===== config.mk =====
export PLATFORM = sky130hd
export DESIGN_NAME = htab_ctrl
export DESIGN_NICKNAME = d
export VERILOG_FILES = /design/src/htab_pkg.sv /design/src/htab_ctrl.sv
export SDC_FILE = /design/constraint.sdc
export NUM_CORES = 1
export LEC_CHECK = 0
export CAP_MARGIN = 20
export CORE_AREA = 2 2 39 41
export CTS_BUF_LIST = sky130_fd_sc_hd__clkbuf_8 sky130_fd_sc_hd__clkbuf_16
export CTS_CLUSTER_DIAMETER = 30
export DETAILED_ROUTE_END_ITERATION = 8
export DIE_AREA = 0 0 41 43
export DONT_BUFFER_PORTS = 1
export PLACE_DENSITY_LB_ADDON = 0.08
export SYNTH_ARGS = -nofsm -noshare
export SYNTH_HDL_FRONTEND = slang
export SYNTH_SLANG_ARGS = --single-unit

===== constraint.sdc =====
create_clock -name clk -period 1.5 [get_ports clk]
set_clock_uncertainty 0.15 [all_clocks]
set_input_delay 0.15 -clock clk [delete_from_list [all_inputs] [get_ports clk]]
set_output_delay 0.15 -clock clk [all_outputs]
set_load 0.02 [all_outputs]

===== src/htab_pkg.sv =====
// Shared types and codes for the handle table engine.
package htab_pkg;

    localparam logic [1:0] OP_ALLOC = 2'd0;
    localparam logic [1:0] OP_CLOSE = 2'd1;
    localparam logic [1:0] OP_GET   = 2'd2;
    localparam logic [1:0] OP_SET   = 2'd3;

    localparam logic [1:0] ST_OK      = 2'd0;
    localparam logic [1:0] ST_INVALID = 2'd1;
    localparam logic [1:0] ST_DENIED  = 2'd2;
    localparam logic [1:0] ST_FULL    = 2'd3;

    localparam int RIGHTS_BITS = 25;
    localparam int ACCESS_BITS = 27;
    localparam int FD_BITS     = 17;
    localparam int HOUT_BITS   = 11;
    localparam int HANDLE_BITS = 32;
    localparam logic [FD_BITS-1:0] NO_FD = '1;

    typedef enum logic [5:0] {
        S_IDLE = 6'b000001,
        S_SCAN = 6'b000010,
        S_READ = 6'b000100,
        S_EXEC = 6'b001000,
        S_TRIM = 6'b010000,
        S_DONE = 6'b100000
    } htab_state_t;

    typedef struct packed {
        logic load_item;
        logic scan_step;
        logic alloc_commit;
        logic set_invalid;
        logic exec;
        logic trim_step;
        logic load_out;
    } htab_cmd_t;

    typedef struct packed {
        logic is_alloc;
        logic scan_stop;
        logic decode_ok;
        logic need_trim;
        logic trim_stop;
        logic out_free;
    } htab_sts_t;

endpackage


===== src/htab_ctrl.sv =====
// Controller state machine of the handle table engine.
module htab_ctrl (
    input  logic                clk,
    input  logic                rst_n,
    input  logic                in_valid,
    output logic                in_ready,
    input  htab_pkg::htab_sts_t sts,
    output htab_pkg::htab_cmd_t cmd
);

    htab_pkg::htab_state_t state_reg, state_next;

    always_ff @(posedge clk or negedge rst_n)
    begin
        if (!rst_n)
        begin
            state_reg <= htab_pkg::S_IDLE;
        end
        else
        begin
            state_reg <= state_next;
        end
    end

    assign in_ready = (state_reg == htab_pkg::S_IDLE);

    always_comb
    begin
        state_next = state_reg;
        cmd        = '0;
        unique case (state_reg)
            htab_pkg::S_IDLE:
            begin
                if (in_valid)
                begin
                    cmd.load_item = 1'b1;
                    state_next    = sts.is_alloc ? htab_pkg::S_SCAN : htab_pkg::S_READ;
                end
            end
            htab_pkg::S_SCAN:
            begin
                if (sts.scan_stop)
                begin
                    cmd.alloc_commit = 1'b1;
                    state_next       = htab_pkg::S_DONE;
                end
                else
                begin
                    cmd.scan_step = 1'b1;
                end
            end
            htab_pkg::S_READ:
            begin
                if (sts.decode_ok)
                begin
                    state_next = htab_pkg::S_EXEC;
                end
                else
                begin
                    cmd.set_invalid = 1'b1;
                    state_next      = htab_pkg::S_DONE;
                end
            end
            htab_pkg::S_EXEC:
            begin
                cmd.exec   = 1'b1;
                state_next = sts.need_trim ? htab_pkg::S_TRIM : htab_pkg::S_DONE;
            end
            htab_pkg::S_TRIM:
            begin
                if (sts.trim_stop)
                begin
                    state_next = htab_pkg::S_DONE;
                end
                else
                begin
                    cmd.trim_step = 1'b1;
                end
            end
            htab_pkg::S_DONE:
            begin
                if (sts.out_free)
                begin
                    cmd.load_out = 1'b1;
                    state_next   = htab_pkg::S_IDLE;
                end
            end
            default:
            begin
                state_next = htab_pkg::S_IDLE;
            end
        endcase
    end

endmodule


==> metrics.txt <==
# TYPE chip_impl_metric gauge
chip_impl_metric{name="timing.critical_path.arrival",unit="ns"} 1.58
chip_impl_metric{name="routabilityCongestion",unit=""} 0.684
chip_impl_metric{name="buffer_ports.inserted",unit=""} 0
chip_impl_metric{name="chipHeight",unit="um"} 43
chip_impl_metric{name="wire_length_of_the_first_global_routing_pass",unit="mm"} 2.01
chip_impl_metric{name="dr.pass1.iters",unit=""} 3
chip_impl_metric{name="rows",unit=""} 14
chip_impl_info{name="crit_type",value="flop to output port"} 1
chip_impl_metric{name="clk-insertion-delay-late",unit="ns"} 0.22
chip_impl_metric{name="postSynthAreaPerCell",unit="um^2"} 9.29
chip_impl_metric{name="timing.max_slew.rel_slack",unit=""} 0.707
chip_impl_metric{name="wire_per_inst",unit="um"} 14.0
chip_impl_metric{name="post-route-worst-setup-slack",unit="ns"} -0.378
chip_impl_metric{name="critical_path.max_fanout",unit=""} 3
chip_impl_metric{name="nNetsFinal",unit=""} 84
chip_impl_metric{name="tns",unit="ns"} -2.76
chip_impl_info{name="commonest_cells_after_routing_fill_and_taps_aside",value="sky130_fd_sc_hd__buf_4, sky130_fd_sc_hd__dlygate4sd3_1, sky130_fd_sc_hd__buf_6, sky130_fd_sc_hd__dfrtp_1"} 1
chip_impl_metric{name="worst_path_largest_cell_delay",unit="ns"} 0.57
chip_impl_metric{name="asyncSetResetFlopFracSynth",unit=""} 1.00
chip_impl_metric{name="areaGrowthSynthToFinish",unit="%"} 82.2
chip_impl_metric{name="timing.reg2reg.worst_path_depth",unit=""} 5
chip_impl_metric{name="endpoints_failing_hold",unit=""} 0
chip_impl_metric{name="synth_cell_types",unit=""} 28
chip_impl_metric{name="antenna_left",unit=""} 0
chip_impl_metric{name="remaining_global_route_overflow",unit=""} 0
chip_impl_info{name="cp-start-kind",value="flop"} 1
chip_impl_metric{name="p_total",unit="W"} 0.00124
chip_impl_metric{name="timing.hold.worst_path_depth",unit=""} 2
chip_impl_metric{name="synth_fp_nets",unit=""} 56
chip_impl_metric{name="routed_wl",unit="mm"} 1.26
chip_impl_metric{name="fraction_of_final_layout_cells_with_drive_strength_greater_than_1",unit=""} 0.568
chip_impl_metric{name="finalSetupViolCount",unit=""} 12
chip_impl_metric{name="num-fill-cells",unit=""} 124
chip_impl_metric{name="worst_slew_pin_slew",unit="ns"} 0.439
chip_impl_metric{name="antenna-diode-count",unit=""} 0
chip_impl_metric{name="largest_register_ff_count",unit=""} 6
chip_impl_info{name="ys_dominant_reg_cell",value="sky130_fd_sc_hd__dfrtp_1"} 1
chip_impl_metric{name="first_global_vias",unit=""} 487
chip_impl_metric{name="highest_ir_drop_seen_on_vdd",unit="V"} 0.000949
chip_impl_metric{name="track_usage",unit=""} 0.165
chip_impl_metric{name="timing.final.crit_share",unit=""} 1.25
chip_impl_metric{name="drt_iter0_drc",unit=""} 6
chip_impl_info{name="violations",value="negative setup slack"} 1
chip_impl_metric{name="share_of_synthesized_area_occupied_by_flip_flops_and_latches",unit=""} 0.347
chip_impl_metric{name="fmax",unit="MHz"} 533
chip_impl_metric{name="cp_data_required_time",unit="ns"} 1.20
chip_impl_info{name="layout_commonest_cell",value="sky130_fd_sc_hd__buf_4"} 1
chip_impl_info{name="crit_path_end_kind",value="output port"} 1
chip_impl_metric{name="drc",unit=""} 0
chip_impl_metric{name="number_of_antenna_violations_at_the_first_check_in_global_routing",unit=""} 0
chip_impl_metric{name="synth-edff-count",unit=""} 0
chip_impl_metric{name="vias_per_cell",unit=""} 5.30
chip_impl_metric{name="yosysWarnings",unit=""} 0
chip_impl_metric{name="place_hpwl",unit="um"} 908
chip_impl_metric{name="vias",unit=""} 477
chip_impl_info{name="clock_tree_from_tritoncts",value="done"} 1
chip_impl_metric{name="clock_sinks",unit=""} 6
chip_impl_info{name="path_cells",value="or4_4, nor4b_4, buf_4"} 1
chip_impl_metric{name="p_leak",unit="nW"} 0.370
chip_impl_info{name="rsz_0062_raised_after_global_routing",value="true"} 1
chip_impl_info{name="hold_path_class",value="input port to flop"} 1
chip_impl_metric{name="post-route-min-period",unit="ns"} 1.88
chip_impl_info{name="crit_slowest_cell",value="sky130_fd_sc_hd__or4_4"} 1
chip_impl_metric{name="h-tree-depth",unit=""} 1
chip_impl_metric{name="floorplan.initialDensity",unit=""} 0.316
chip_impl_metric{name="pwr_density_cell",unit="mW/mm^2"} 1560
chip_impl_metric{name="max-cap-violations",unit=""} 0
chip_impl_metric{name="yosys_register_bits",unit=""} 6
chip_impl_info{name="clockRootBuffer",value="sky130_fd_sc_hd__clkbuf_8"} 1
chip_impl_metric{name="die-width",unit="um"} 41
chip_impl_metric{name="finalMaxSlewViolations",unit=""} 0
chip_impl_info{name="run_status",value="finished, violations left"} 1
chip_impl_metric{name="io_pins",unit=""} 17
chip_impl_metric{name="grt_start_max_net_pins",unit=""} 11
chip_impl_metric{name="core",unit="mm^2"} 0.00138
chip_impl_metric{name="syn-instance-count",unit=""} 47
chip_impl_metric{name="cts_inserted_buffers",unit=""} 3
chip_impl_metric{name="path_clk_slew",unit="ns"} 0.04
chip_impl_metric{name="preCtsSetupSlack",unit="ns"} -0.197
chip_impl_metric{name="die-area",unit="mm^2"} 0.00176
chip_impl_metric{name="post_synthesis_cell_area",unit="um^2"} 437
chip_impl_metric{name="ctsLongestPathBuffers",unit=""} 2
[path summary, 6_finish.rpt]
check	startpoint	end	slack, ns
max	state_reg[0]	cmd[3]	-0.38
max reg2reg	state_reg[0]	state_reg[5]	-0.25
min reg2reg	state_reg[4]	state_reg[3]	0.43
min	sts[4]	state_reg[5]	0.06
min in group asynchronous	rst_n	state_reg[5]	0.08
max in group asynchronous	rst_n	state_reg[0]	0.85
[power breakdown]
| group | total, W | internal [W] | leakage [nW] | switching [W] |
|---|---|---|---|---|
| combinational | 0.000749 | 0.000409 | 0.264 | 0.000339 |
| clock | 0.000239 | 0.000175 | 0.0269 | 0.0000638 |
| sequential | 0.000253 | 0.000209 | 0.0791 | 0.0000432 |
| total | 0.00124 | 0.000794 | 0.370 | 0.000446 |
[cells in the mapped netlist (2+ instances only)]
master	n	area (um^2)
sky130_fd_sc_hd__buf_2	2	10.0
sky130_fd_sc_hd__inv_1	3	11.3
sky130_fd_sc_hd__nor2b_1	2	12.5
sky130_fd_sc_hd__nand2_1	2	7.51
sky130_fd_sc_hd__nor2_1	2	7.51
sky130_fd_sc_hd__nor3b_1	3	22.5
sky130_fd_sc_hd__dfrtp_1	5	125
sky130_fd_sc_hd__nor4b_1	3	26.3
sky130_fd_sc_hd__o21ai_0	3	15.0
sky130_fd_sc_hd__and2_1	2	12.5
sky130_fd_sc_hd__nor3_1	2	10.0
sky130_fd_sc_hd__a21o_1	2	15.0
[kinds of logic after synthesis]
logic type,share of synthesized area
buffers and inverters,0.0573
AND/OR/NAND/NOR,0.404
flip-flops,0.347
AO/OA/AOI/OAI,0.172
XOR/XNOR,0.0201
[per-stage QoR]
stage               cell area, um^2  utilization  hold WS, ns  instances
floorplan                       448            -       -0.296         47
global placement                582        0.420       -0.295         77
detailed placement              582        0.420       -0.296         77
CTS                             766        0.553       0.0756         88
global route                    796        0.575       0.0786         90
finish                          796        0.575       0.0650         90
[per-layer routing]
layer  share of wire  vias to the layer above  GRT usage
li1                -                      234          -
met1            0.42                      231      0.208
met2            0.53                       12      0.263
met3           0.055                        0     0.0366
met4               0                        0     0.0600
met5               0                        -          0
[area by class of cell]
class,count,area [um^2],area share
Clock buffer,3,41.3,0.0519
Inverter,3,11.3,0.0142
Tap cell,16,20.0,0.0252
Timing Repair Buffer,26,226,0.285
Multi-Input combinational cell,35,342,0.429
Sequential cell,6,151,0.190
Clock inverter,1,3.75,0.00472
[critical path: cells and delay by family (launching register included)]
kind                   cells  cell delay, ns
AND/OR/NAND/NOR            2            0.82
flip-flops                 1            0.36
buffers and inverters      1            0.19
[timing repair]
action                                  in CTS  in global routing
pin swaps                                    6                  2
endpoints found under the hold margin       11                  0
hold buffers                                 5                  0
setup buffers                                2                  2
endpoints found under the setup margin      12                 14
gates cloned                                 0                  0
gates resized for setup                     16                  3
No activity file was read; power rests on OpenSTA's default activity.
